### src/hdl/dav_pkg.sv
`timescale 1ns / 1ps
// Shared types, widths and register codes for the drag and acceleration velocity step.
package dav_pkg;

  localparam int unsigned FRAC_BITS_DEF = 8;

  localparam int unsigned PUSH_W     = 2;
  localparam int unsigned POS_W      = 16;
  localparam int unsigned VEL_H_W    = 16;
  localparam int unsigned VEL_V_W    = 17;
  localparam int unsigned CFG_IDX_W  = 3;
  localparam int unsigned CFG_DATA_W = 16;

  typedef enum logic [CFG_IDX_W-1:0] {
    REG_DRAG_SHIFT     = 3'd0,
    REG_ACCEL_STEP     = 3'd1,
    REG_SPEED_LIMIT    = 3'd2,
    REG_FLOW_X         = 3'd3,
    REG_FLOW_Y         = 3'd4,
    REG_RISE_RATE      = 3'd5,
    REG_CEILING_ENABLE = 3'd6,
    REG_CEILING_LINE   = 3'd7
  } cfg_reg_e;

  typedef struct packed {
    logic        [3:0]  drag_shift;
    logic        [14:0] accel_step;
    logic        [14:0] speed_limit;
    logic signed [15:0] flow_x;
    logic signed [15:0] flow_y;
    logic signed [15:0] rise_rate;
    logic               ceiling_enable;
    logic signed [15:0] ceiling_line;
  } cfg_t;

endpackage

### src/hdl/dav_if.sv
`timescale 1ns / 1ps
// Valid/ready channel interfaces for tick items and velocity results.
interface dav_in_if;
  import dav_pkg::*;

  logic                     valid;
  logic                     ready;
  logic signed [PUSH_W-1:0] push_horizontal;
  logic signed [PUSH_W-1:0] push_vertical;
  logic signed [POS_W-1:0]  position_vertical;

  modport source (output valid, push_horizontal, push_vertical, position_vertical,
                  input ready);
  modport sink   (input valid, push_horizontal, push_vertical, position_vertical,
                  output ready);
endinterface

interface dav_out_if;
  import dav_pkg::*;

  logic                      valid;
  logic                      ready;
  logic signed [VEL_H_W-1:0] speed_horizontal;
  logic signed [VEL_V_W-1:0] speed_vertical;
  logic                      surfaced;
  logic                      at_ceiling;

  modport source (output valid, speed_horizontal, speed_vertical, surfaced, at_ceiling,
                  input ready);
  modport sink   (input valid, speed_horizontal, speed_vertical, surfaced, at_ceiling,
                  output ready);
endinterface

### src/hdl/dav_cfg.sv
`timescale 1ns / 1ps
// Configuration register file with a plain indexed write port.
module dav_cfg (
  input  logic                             clk_i,
  input  logic                             rst_ni,
  input  logic                             cfg_we_i,
  input  logic [dav_pkg::CFG_IDX_W-1:0]    cfg_idx_i,
  input  logic [dav_pkg::CFG_DATA_W-1:0]   cfg_data_i,
  output dav_pkg::cfg_t                    cfg_o
);
  import dav_pkg::*;

  cfg_t cfg_q;

  always_ff @(posedge clk_i or negedge rst_ni) begin
    if (!rst_ni) begin
      cfg_q.drag_shift     <= '0;
      cfg_q.accel_step     <= '0;
      cfg_q.speed_limit    <= '1;
      cfg_q.flow_x         <= '0;
      cfg_q.flow_y         <= '0;
      cfg_q.rise_rate      <= '0;
      cfg_q.ceiling_enable <= 1'b0;
      cfg_q.ceiling_line   <= '0;
    end else if (cfg_we_i) begin
      case (cfg_reg_e'(cfg_idx_i))
        REG_DRAG_SHIFT:     cfg_q.drag_shift     <= cfg_data_i[3:0];
        REG_ACCEL_STEP:     cfg_q.accel_step     <= cfg_data_i[14:0];
        REG_SPEED_LIMIT:    cfg_q.speed_limit    <= cfg_data_i[14:0];
        REG_FLOW_X:         cfg_q.flow_x         <= cfg_data_i;
        REG_FLOW_Y:         cfg_q.flow_y         <= cfg_data_i;
        REG_RISE_RATE:      cfg_q.rise_rate      <= cfg_data_i;
        REG_CEILING_ENABLE: cfg_q.ceiling_enable <= cfg_data_i[0];
        REG_CEILING_LINE:   cfg_q.ceiling_line   <= cfg_data_i;
        default: ;
      endcase
    end
  end

  assign cfg_o = cfg_q;

endmodule

### src/hdl/dav_axis.sv
`timescale 1ns / 1ps
// One axis: drag toward the current, push acceleration and magnitude clamp.
module dav_axis (
  input  logic signed [dav_pkg::VEL_V_W-1:0]  v_i,
  input  logic signed [dav_pkg::PUSH_W-1:0]   push_i,
  input  logic signed [15:0]                  current_i,
  input  dav_pkg::cfg_t                       cfg_i,
  output logic signed [dav_pkg::VEL_H_W-1:0]  v_o
);
  import dav_pkg::*;

  // 20 bits cover velocity minus current, plus current, plus accel.
  logic signed [19:0] gap;
  logic signed [19:0] span;
  logic signed [19:0] gap_drag;
  logic signed [19:0] accel;
  logic signed [19:0] lim;
  logic signed [19:0] v_sum;

  always_comb begin
    gap  = 20'(v_i) - 20'(current_i);
    span = 20'sd1 <<< cfg_i.drag_shift;
    gap_drag = gap;
    if (cfg_i.drag_shift != 4'd0) begin
      if ((gap < span) && (gap > -span)) begin
        gap_drag = '0;
      end else begin
        gap_drag = gap - (gap >>> cfg_i.drag_shift);
      end
    end

    accel = 20'(signed'({1'b0, cfg_i.accel_step}));
    lim   = 20'(signed'({1'b0, cfg_i.speed_limit}));
    v_sum = 20'(current_i) + gap_drag;
    // A pattern with the sign bit set counts as a negative push.
    if (push_i[1]) begin
      v_sum = v_sum - accel;
    end else if (push_i[0]) begin
      v_sum = v_sum + accel;
    end

    if (v_sum > lim) begin
      v_sum = lim;
    end else if (v_sum < -lim) begin
      v_sum = -lim;
    end
    v_o = v_sum[VEL_H_W-1:0];
  end

endmodule

### src/hdl/dav_ceiling.sv
`timescale 1ns / 1ps
// Vertical rise and top line limit.
module dav_ceiling #(
  parameter int unsigned FRAC_BITS = dav_pkg::FRAC_BITS_DEF
) (
  input  logic signed [dav_pkg::VEL_H_W-1:0]  vy_axis_i,
  input  logic signed [dav_pkg::PUSH_W-1:0]   push_vertical_i,
  input  logic signed [dav_pkg::POS_W-1:0]    position_vertical_i,
  input  dav_pkg::cfg_t                       cfg_i,
  output logic signed [dav_pkg::VEL_V_W-1:0]  vy_o,
  output logic                                surfaced_o,
  output logic                                at_ceiling_o
);
  import dav_pkg::*;

  // Room in fixed point needs the 17-bit pixel distance plus the fraction bits.
  localparam int unsigned CMP_W = POS_W + 1 + FRAC_BITS + 2;

  logic signed [VEL_V_W:0]    vy_rise;
  logic signed [POS_W:0]      pix_gap;
  logic signed [CMP_W-1:0]    room;
  logic signed [CMP_W-1:0]    neg_room;
  logic signed [CMP_W-1:0]    up_speed;
  logic signed [CMP_W-1:0]    one_px;

  always_comb begin
    vy_rise = (VEL_V_W + 1)'(vy_axis_i);
    if (push_vertical_i == '0) begin
      vy_rise = vy_rise - (VEL_V_W + 1)'(cfg_i.rise_rate);
    end

    pix_gap  = (POS_W + 1)'(position_vertical_i) - (POS_W + 1)'(cfg_i.ceiling_line);
    room     = CMP_W'(pix_gap) <<< FRAC_BITS;
    neg_room = -room;
    up_speed = -CMP_W'(vy_rise);
    one_px   = CMP_W'(1) <<< FRAC_BITS;

    vy_o         = vy_rise[VEL_V_W-1:0];
    surfaced_o   = 1'b0;
    at_ceiling_o = 1'b0;
    if (cfg_i.ceiling_enable && (vy_rise < 0) && (up_speed >= room)) begin
      at_ceiling_o = 1'b1;
      surfaced_o   = (room > 0) && (up_speed > one_px);
      vy_o         = (room > 0) ? neg_room[VEL_V_W-1:0] : '0;
    end
  end

endmodule

### src/hdl/drag_accel_velocity_step_unit.sv
`timescale 1ns / 1ps
// Top level of the drag and acceleration velocity step.
//
// Channels: in_i carries one frame tick per transaction (push signs for both
// axes and the vertical pixel position); out_o returns one transaction per
// tick with the new horizontal and vertical velocities and the surfaced and
// at_ceiling flags. Both use valid/ready; a transaction moves when both are high.
// The configuration port writes register cfg_idx_i with cfg_data_i whenever
// cfg_we_i is high; write it only while no tick is in flight.
// Path: an accepted tick goes to the input register, then through the
// combinational step into the result register, which drives out_o.
// Throughput: one tick per cycle while out_o is not stalled,
// set by the single combinational pass that reads and updates the velocity
// register pair between the two registers.
// Reset (rst_ni low, asynchronous): velocities clear to zero, the configuration
// takes its reset values, both stages empty out; payload is not reset.
// Receiver stall: the result register holds; the input register still takes
// a tick while it is empty, then in_i.ready drops until out_o drains.
module drag_accel_velocity_step_unit #(
  parameter int unsigned FRAC_BITS = dav_pkg::FRAC_BITS_DEF
) (
  input  logic                           clk_i,
  input  logic                           rst_ni,
  dav_in_if.sink                         in_i,
  dav_out_if.source                      out_o,
  input  logic                           cfg_we_i,
  input  logic [dav_pkg::CFG_IDX_W-1:0]  cfg_idx_i,
  input  logic [dav_pkg::CFG_DATA_W-1:0] cfg_data_i
);
  import dav_pkg::*;

  cfg_t cfg;

  // Input register.
  logic                     in_valid_q;
  logic signed [PUSH_W-1:0] push_h_q;
  logic signed [PUSH_W-1:0] push_v_q;
  logic signed [POS_W-1:0]  pos_v_q;

  // Velocity state.
  logic signed [VEL_H_W-1:0] vel_h_q, vel_h_d;
  logic signed [VEL_V_W-1:0] vel_v_q, vel_v_d;

  // Result register.
  logic                      out_valid_q;
  logic signed [VEL_H_W-1:0] speed_h_q;
  logic signed [VEL_V_W-1:0] speed_v_q;
  logic                      surfaced_q, surfaced_d;
  logic                      at_ceiling_q, at_ceiling_d;

  logic signed [VEL_H_W-1:0] vy_axis;
  logic                      advance;
  logic                      take_in;

  dav_cfg u_cfg (
    .clk_i      (clk_i),
    .rst_ni     (rst_ni),
    .cfg_we_i   (cfg_we_i),
    .cfg_idx_i  (cfg_idx_i),
    .cfg_data_i (cfg_data_i),
    .cfg_o      (cfg)
  );

  dav_axis u_axis_h (
    .v_i       (VEL_V_W'(vel_h_q)),
    .push_i    (push_h_q),
    .current_i (cfg.flow_x),
    .cfg_i     (cfg),
    .v_o       (vel_h_d)
  );

  dav_axis u_axis_v (
    .v_i       (vel_v_q),
    .push_i    (push_v_q),
    .current_i (cfg.flow_y),
    .cfg_i     (cfg),
    .v_o       (vy_axis)
  );

  dav_ceiling #(
    .FRAC_BITS (FRAC_BITS)
  ) u_ceiling (
    .vy_axis_i           (vy_axis),
    .push_vertical_i     (push_v_q),
    .position_vertical_i (pos_v_q),
    .cfg_i               (cfg),
    .vy_o                (vel_v_d),
    .surfaced_o          (surfaced_d),
    .at_ceiling_o        (at_ceiling_d)
  );

  // Advance the held tick when the result register is free or draining.
  assign advance  = in_valid_q && (!out_valid_q || out_o.ready);
  assign take_in  = in_i.valid && in_i.ready;
  assign in_i.ready = !in_valid_q || advance;

  always_ff @(posedge clk_i or negedge rst_ni) begin
    if (!rst_ni) begin
      in_valid_q  <= 1'b0;
      out_valid_q <= 1'b0;
      vel_h_q     <= '0;
      vel_v_q     <= '0;
    end else begin
      if (in_i.ready) begin
        in_valid_q <= in_i.valid;
      end
      if (advance) begin
        vel_h_q     <= vel_h_d;
        vel_v_q     <= vel_v_d;
        out_valid_q <= 1'b1;
      end else if (out_o.ready) begin
        // Drop the delivered result.
        out_valid_q <= 1'b0;
      end
    end
  end

  always_ff @(posedge clk_i) begin
    if (take_in) begin
      push_h_q <= in_i.push_horizontal;
      push_v_q <= in_i.push_vertical;
      pos_v_q  <= in_i.position_vertical;
    end
    if (advance) begin
      speed_h_q    <= vel_h_d;
      speed_v_q    <= vel_v_d;
      surfaced_q   <= surfaced_d;
      at_ceiling_q <= at_ceiling_d;
    end
  end

  assign out_o.valid            = out_valid_q;
  assign out_o.speed_horizontal = speed_h_q;
  assign out_o.speed_vertical   = speed_v_q;
  assign out_o.surfaced         = surfaced_q;
  assign out_o.at_ceiling       = at_ceiling_q;

endmodule

### src/flat_wrapper.sv
// flat-port wrapper written by rule: the top's interface ports become plain ports
module drag_accel_velocity_step_unit_flat import dav_pkg::*;
#(
  parameter int unsigned FRAC_BITS = dav_pkg::FRAC_BITS_DEF
)
  (clk_i, rst_ni, cfg_we_i, cfg_idx_i, cfg_data_i, in_i_valid, in_i_push_horizontal, in_i_push_vertical, in_i_position_vertical, in_i_ready, out_o_valid, out_o_speed_horizontal, out_o_speed_vertical, out_o_surfaced, out_o_at_ceiling, out_o_ready);
  dav_in_if in_i_i ();
  dav_out_if out_o_i ();
  input  logic clk_i;
  input  logic rst_ni;
  input  logic cfg_we_i;
  input  logic [dav_pkg::CFG_IDX_W-1:0] cfg_idx_i;
  input  logic [dav_pkg::CFG_DATA_W-1:0] cfg_data_i;
  input wire logic [$bits(in_i_i.valid)-1:0] in_i_valid;
  input wire logic [$bits(in_i_i.push_horizontal)-1:0] in_i_push_horizontal;
  input wire logic [$bits(in_i_i.push_vertical)-1:0] in_i_push_vertical;
  input wire logic [$bits(in_i_i.position_vertical)-1:0] in_i_position_vertical;
  output wire logic [$bits(in_i_i.ready)-1:0] in_i_ready;
  output wire logic [$bits(out_o_i.valid)-1:0] out_o_valid;
  output wire logic [$bits(out_o_i.speed_horizontal)-1:0] out_o_speed_horizontal;
  output wire logic [$bits(out_o_i.speed_vertical)-1:0] out_o_speed_vertical;
  output wire logic [$bits(out_o_i.surfaced)-1:0] out_o_surfaced;
  output wire logic [$bits(out_o_i.at_ceiling)-1:0] out_o_at_ceiling;
  input wire logic [$bits(out_o_i.ready)-1:0] out_o_ready;
  assign in_i_i.valid = in_i_valid;
  assign in_i_i.push_horizontal = in_i_push_horizontal;
  assign in_i_i.push_vertical = in_i_push_vertical;
  assign in_i_i.position_vertical = in_i_position_vertical;
  assign in_i_ready = in_i_i.ready;
  assign out_o_valid = out_o_i.valid;
  assign out_o_speed_horizontal = out_o_i.speed_horizontal;
  assign out_o_speed_vertical = out_o_i.speed_vertical;
  assign out_o_surfaced = out_o_i.surfaced;
  assign out_o_at_ceiling = out_o_i.at_ceiling;
  assign out_o_i.ready = out_o_ready;
  drag_accel_velocity_step_unit #(.FRAC_BITS(FRAC_BITS)) u_core (.clk_i(clk_i), .rst_ni(rst_ni), .in_i(in_i_i), .out_o(out_o_i), .cfg_we_i(cfg_we_i), .cfg_idx_i(cfg_idx_i), .cfg_data_i(cfg_data_i));
endmodule
### config.mk
export PLATFORM = sky130hd
export DESIGN_NAME = drag_accel_velocity_step_unit_flat
export DESIGN_NICKNAME = d
export VERILOG_FILES = /design/src/hdl/dav_pkg.sv /design/src/hdl/dav_if.sv /design/src/hdl/dav_cfg.sv /design/src/hdl/dav_axis.sv /design/src/hdl/dav_ceiling.sv /design/src/hdl/drag_accel_velocity_step_unit.sv /design/src/flat_wrapper.sv
export SDC_FILE = /design/constraint.sdc
export NUM_CORES = 1
export LEC_CHECK = 0
export ABC_AREA = 1
export BUFFER_PORTS_ARGS = -buffer_cell sky130_fd_sc_hd__buf_2
export CAP_MARGIN = 15
export CORE_MARGIN = 4
export CORE_UTILIZATION = 45
export DETAILED_ROUTE_END_ITERATION = 6
export GPL_ROUTABILITY_DRIVEN = 0
export PLACE_DENSITY = 0.62
export REMOVE_ABC_BUFFERS = 1
export SLEW_MARGIN = 20
export SYNTH_ARGS = -nofsm -noshare
export SYNTH_HDL_FRONTEND = slang
export SYNTH_SLANG_ARGS = --single-unit
### constraint.sdc
create_clock -name clk_i -period 15 [get_ports clk_i]
set_input_delay 0.75 -clock clk_i [delete_from_list [all_inputs] [get_ports clk_i]]
set_output_delay 0.75 -clock clk_i [all_outputs]
set_load 0.02 [all_outputs]
Word level (Yosys, flattened, before mapping)
Index checks and enable logic that the tools add are counted.
{"block": "totals", "ff_bits": 189, "output_inout_bits": 37}
{"block": "classes", "add_sub_neg": 16, "magnitude_cmp": 12, "eq_ne": 7, "shift": 3, "muxes": 18, "n_reduce_logical": 23}
{"op": "$mux W20", "count": 8}
{"op": "$lt A20 B20 Y1", "count": 4}
{"op": "$mux W16", "count": 4}
{"op": "$sub A16 B16 Y17", "count": 3}
{"op": "$add A16 B20 Y20", "count": 2}
{"op": "$add A20 B16 Y20", "count": 2}
{"op": "$gt A20 B16 Y1", "count": 2}
{"op": "$gt A20 B20 Y1", "count": 2}
{"op": "$sshr A20 B4 Y20", "count": 2}
{"op": "$sub A20 B16 Y20", "count": 2}
{"op": "$sub A20 B20 Y20", "count": 2}
{"op": "$mux W17", "count": 2}
{"op": "$ge A27 B25 Y1", "count": 1}
{"op": "$gt A27 B10 Y1 const B", "count": 1}
{"op": "$neg A18 Y27", "count": 1}
{"op": "$gt A25 B1 Y1 const B", "count": 1}
{"op": "$neg A15 Y20", "count": 1}
{"op": "$neg A20 Y20", "count": 1}
{"op": "$sshl A2 B4 Y20 const A", "count": 1}
{"op": "$lt A18 B1 Y1 const B", "count": 1}
{"op": "$mux W18", "count": 1}
{"op": "$sub A17 B16 Y18", "count": 1}
{"op": "$neg A17 Y17", "count": 1}
{"op": "$reduce_and A2 Y1", "count": 8}
{"op": "11 further kinds", "count": 25}

Logic depth before layout (Yosys ltp)
{"block": "logic_depth", "word_depth": 19, "ltp_mapped": 116, "mapped_depth_nobuf": 113}

By module
From an unflattened synthesis, not the netlist that was laid out.
{"block": "unflattened", "cells_unflattened": 4070, "hier_area_um2": 26554.2}
{"mod": "dav_axis (u_core.u_axis_h)", "instances": 1, "cells_per_inst": 1377, "area_each_um2": 8012.7, "seq_area_each_um2": 0.0}
{"mod": "dav_axis (u_core.u_axis_v)", "instances": 1, "cells_per_inst": 1385, "area_each_um2": 7945.1, "seq_area_each_um2": 0.0}
{"mod": "dav_cfg", "instances": 1, "cells_per_inst": 441, "area_each_um2": 3930.0, "seq_area_each_um2": 2496.1}
{"mod": "dav_ceiling", "instances": 1, "cells_per_inst": 659, "area_each_um2": 3558.4, "seq_area_each_um2": 0.0}
{"mod": "drag_accel_velocity_step_unit", "instances": 1, "cells_per_inst": 208, "area_each_um2": 3108.0, "seq_area_each_um2": 2527.4}

Worst setup path before layout
Ideal clock, no wire load.
{"block": "synth_timing", "kind": "register to register", "start": "reg u_core.u_cfg.cfg_q, in the netlist u_core.u_cfg.cfg_o[33]", "end": "reg u_core.speed_v_q[15], in the netlist u_core.out_o.speed_vertical[15], data pin", "setup_time_ps": 255, "arrival_time_ps": 13802, "required_ps": 14745, "slack_ps": 943, "stages_incl_launch_ff": 106, "path_cell_list": "dfrtp_1 ha_1 fa_1 nand3b_1 nand2_1 nand2_1 nand2_1 a31oi_1 o21ai_0 xor2_1 nand2_1 o21ai_0 inv_1 o21ai_0 nand2_1 o21ai_0 nor2_1 a211o_1 [... 70 more ...] nor4_1 nand2_1 xor2_1 ha_1 nand3_1 o221ai_1 o211ai_1 nand3b_1 nand4_1 nand2_1 nand2_1 nand2_1 nand2_2 nand3_4 nand2_4 buf_8 nand2_4 and2_1"}
{"block": "synth_via", "elab_chain_cells": 18, "elab_cells_between_ends": 25, "classes_between": "7 x add/sub; 6 x order compare; 1 x shift; 8 x mux; 3 x reduce/logical"}
{"item": "from (decl)", "line_no": "dav_cfg.sv:13", "source": "cfg_t cfg_q;"}
{"item": "$sub A17 B16 Y18", "line_no": "dav_axis.sv:21", "source": "gap = 20'(v_i) - 20'(current_i);"}
{"item": "$sshr A20 B4 Y20 (tied with other cells)", "line_no": "dav_axis.sv:28", "source": "gap_drag = gap - (gap >>> cfg_i.drag_shift);"}
{"item": "$sub A20 B20 Y20 / $logic_and A1 B1 Y1 (equally long branches)", "line_no": "dav_axis.sv:28, dav_axis.sv:25"}
{"item": "$mux W20", "line_no": "dav_axis.sv:25", "source": "if ((gap < span) && (gap > -span)) begin"}
{"item": "$mux W20", "line_no": "dav_axis.sv:24", "source": "if (cfg_i.drag_shift != 4'd0) begin"}
{"item": "$add A16 B20 Y20 *", "line_no": "dav_axis.sv:34", "source": "v_sum = 20'(current_i) + gap_drag;"}
{"item": "$add A20 B16 Y20", "line_no": "dav_axis.sv:39", "source": "v_sum = v_sum + accel;"}
{"item": "$mux W20", "line_no": "dav_axis.sv:38", "source": "end else if (push_i[0]) begin"}
{"item": "[... 3 more ...]"}
{"item": "$mux W16 *", "line_no": "dav_axis.sv:42", "source": "if (v_sum > lim) begin"}
{"item": "$sub A16 B16 Y17", "line_no": "dav_ceiling.sv:29", "source": "vy_rise = vy_rise - (VEL_V_W + 1)'(cfg_i.rise_rate);"}
{"item": "$mux W18 *", "line_no": "dav_ceiling.sv:28", "source": "if (push_vertical_i == '0) begin"}
{"item": "$neg A18 Y27 / $lt A18 B1 Y1 (equally long branches)", "line_no": "dav_ceiling.sv:35, dav_ceiling.sv:41"}
{"item": "$ge A27 B25 Y1 / $logic_and A1 B1 Y1 (equally long branches)", "line_no": "dav_ceiling.sv:41", "source": "if (cfg_i.ceiling_enable && (vy_rise < 0) && (up_speed >= room)) begin"}
{"item": "$logic_and A1 B1 Y1", "line_no": "dav_ceiling.sv:41"}
{"item": "$mux W17 *", "line_no": "dav_ceiling.sv:41"}
{"item": "named net u_core.u_ceiling.vy_o (one bit)", "line_no": "dav_ceiling.sv:10", "source": "output logic signed [dav_pkg::VEL_V_W-1:0] vy_o,"}
{"item": "to (signal assigned)", "line_no": "drag_accel_velocity_step_unit.sv:126", "source": "speed_v_q <= vel_v_d;"}
{"item": "to (decl)", "line_no": "drag_accel_velocity_step_unit.sv:47", "source": "logic signed [VEL_V_W-1:0] speed_v_q;"}
Mark *: on every way through the listed nets, which the timed path passes. The rest lies on a longest branch.
A chain may end at the register's enable or synchronous reset.

Worst setup path in the final report
{"block": "layout_timing", "start": "reg u_core.u_cfg.cfg_q, in the netlist u_core.u_cfg.cfg_o[33]", "end": "reg u_core.speed_v_q[12], in the netlist u_core.out_o.speed_vertical[12], data pin"}
The elaborated chain is that of the path after synthesis.

==> metrics.txt <==
status completed; Synth Instances about 3600; first-pass GRT wire length 125000 um; routed vias/inst roughly 5.6; Setup Crit Path Kind flop to flop; post-synth cell types around 60; reg2reg end u_core.out_o.speed_vertical[12]$_DFFE_PP_; GRT overflow 0; CP Data Required Time 15.23 ns; CP Max Fanout 7; flop2flop setup slack between 0.8 and 0.9 ns; largest cells by area after synthesis ha_1 19%, nand2_1 14%, dfrtp_1 12%; initial core utilization 45.8%; crit path time final between 10 and 15 ns; Worst Reg-to-Reg Cells between 90 and 100; Sink Count around 190; crit-path most repeated cell nand2_1; dpl hpwl 66100 um; drt pass-1 iters 6; setup TNS 0 ns; Num CTS Buffers 17; Layout area overhead 10.7%; Max transition margin between 20% and 30%; Post-synth ARST share 70.9%; Worst Hold Class primary input to asynchronous set/reset pin; Final Hold Viols 0; final wirelength just over 80000 um; CP startpoint kind flop; CP Capture Point u_core.out_o.speed_vertical[12]$_DFFE_PP_; max-cap check violation count 0; post-synthesis register bit count 189; maximum clock rate 70.6 MHz; DR WL/cell 18.8 um; post-synthesis sequential area ratio 20.8%; Final ANT Viol Nets 0; number of flops mapped to enable cells by yosys 55; core area around 53000 sq um; Mean Syn Cell Area between 6 and 7 sq um; Worst-Margin Slew 1.10 ns; vias in the first global route 22423; CTS H-tree depth 4; Root Driver clkbuf_16; Vias ~24000; Port Buffers 80; top-count cell post-synth nand2_1; Total GRT Usage 27.9%; Final Skew around 0.015 ns; Rows 84; 1st-iter DRT viols 2457; CP Data Arrival Time between 10 and 15 ns; slowest CP cell fa_2; Slew Limit Fails 0; final design utilization around 51%; height of the chip 240 um; Max clock buf depth 2; DIE WIDTH 240 um; CTS clk-pin slew, worst paths 0.08 ns; Final period util 94.4%; largest net degree at the start of global routing 76; CTS tree yes; I/O pin cnt ~80; R2R Path Start u_core.u_cfg.cfg_o[33]$_DFFE_PN0P_; post-synthesis cell area roughly 24000 sq um; net count reported at finish 4107; final setup violation count 0; DRC 0; die area 57600 sq um; CP Capture Type flop; initial antenna violation count 5; share of layout cells above drive strength 1 approximately 11%; Syn. warnings 0; CP max stage delay approximately 0.42 ns; synth cell count leaders 921 x nand2_1, 485 x inv_1, 362 x ha_1; ys flop type dfrtp_1; Synth area leader ha_1; Worst Setup SP u_core.u_cfg.cfg_o[33]$_DFFE_PN0P_; worst skew pair latency 0.47 ns; Synth top area share approximately a fifth
[cell type report]
class	instances	area, sq um
Antenna cell	2	5.00
Clock buffer	21	462
Clock inverter	11	103
Fill cell	5433	26100
Inverter	502	1890
Multi-Input combinational cell	2827	17500
Sequential cell	189	5020
Tap cell	688	861
Timing Repair Buffer	152	962
[worst min path at each step]
stage                                                  start                            endpoint
after global routing                                  rst_ni   u_core.u_cfg.cfg_o[3]$_DFFE_PN0P_
after detailed placement       u_core.vel_h_q[0]$_DFFE_PN0P_       u_core.vel_h_q[0]$_DFFE_PN0P_
after global placement    u_core.u_cfg.cfg_o[25]$_DFFE_PN0P_  u_core.u_cfg.cfg_o[25]$_DFFE_PN0P_
after floorplan                                       rst_ni       u_core.in_valid_q$_DFFE_PN0N_
after CTS                                             rst_ni   u_core.u_cfg.cfg_o[3]$_DFFE_PN0P_
final                                                 rst_ni   u_core.u_cfg.cfg_o[3]$_DFFE_PN0P_
[cells in the final DEF, fill, tap and decap left out, drive strengths merged, types with 47 or more instances in the layout]
cell      n
dfrtp   119
o21ai   310
a21oi   273
nand4    47
edfxtp   55
nor2    231
buf     152
nand2   950
inv     505
ha      362
xor2     98
nand3   199
[layer usage]
layer	global-route usage (%)	up-vias	share of wire (%)
met5	0	-	0.024
met3	5.67	171	8.5
li1	-	12144	-
met2	43.5	921	43
met4	11.2	2	4.1
met1	37.9	11192	44
[stage by stage]
stage	area [sq um]	worst slack (ns)	hold WS (ns)	instances
after detailed placement	25500	0.0821	0.472	4334
after CTS	26100	0.00218	0.351	4366
after global routing	26800	-0.220	0.372	4390
final	26800	0.839	0.312	4392
after floorplan	23900	0.869	0.449	3515
after global placement	25500	0.293	0.467	4334
[cells by family (layout without fill, tap and decap cells)]
group	after synthesis	in the layout	share of synthesized area, %
fa+ha+maj	374	374	19.7
simple gates	1543	1546	27.5
buf+inv	587	686	9.33
compound gates	753	753	17.4
xor+xnor	141	141	5.10
mux	5	5	0.207
flops	189	189	20.8
other cells	1	10	0.0155
[timing repair]
item	CTS	global route
endpoints found under the setup margin	0	36
hold buffers	0	0
setup buffers	0	21
gates resized for setup	0	139
[registers in the layout (all words and copies together), names as in the netlist]
name / flops
u_core.out_o.speed_vertical: 17
u_core.out_o.valid: 1
u_core.push_h_q: 2
u_core.vel_h_q: 16
u_core.vel_v_q: 17
u_core.pos_v_q: 16
u_core.out_o.surfaced: 1
u_core.in_valid_q: 1
u_core.out_o.at_ceiling: 1
u_core.u_cfg.cfg_o: 99
u_core.push_v_q: 2
u_core.out_o.speed_horizontal: 16
[worst max-delay path, delay by kind of cell, from the launching register on]
family          cells  cell delay, ns
xor+xnor            4            0.64
compound gates     26            3.68
fa+ha+maj          10            2.90
flops               1            0.41
simple gates       40            4.85
buf+inv            12            1.27
mux                 1            0.13
Power is not shown: default switching activity piles up to over one toggle a cycle in this logic, so the estimate is an artifact.
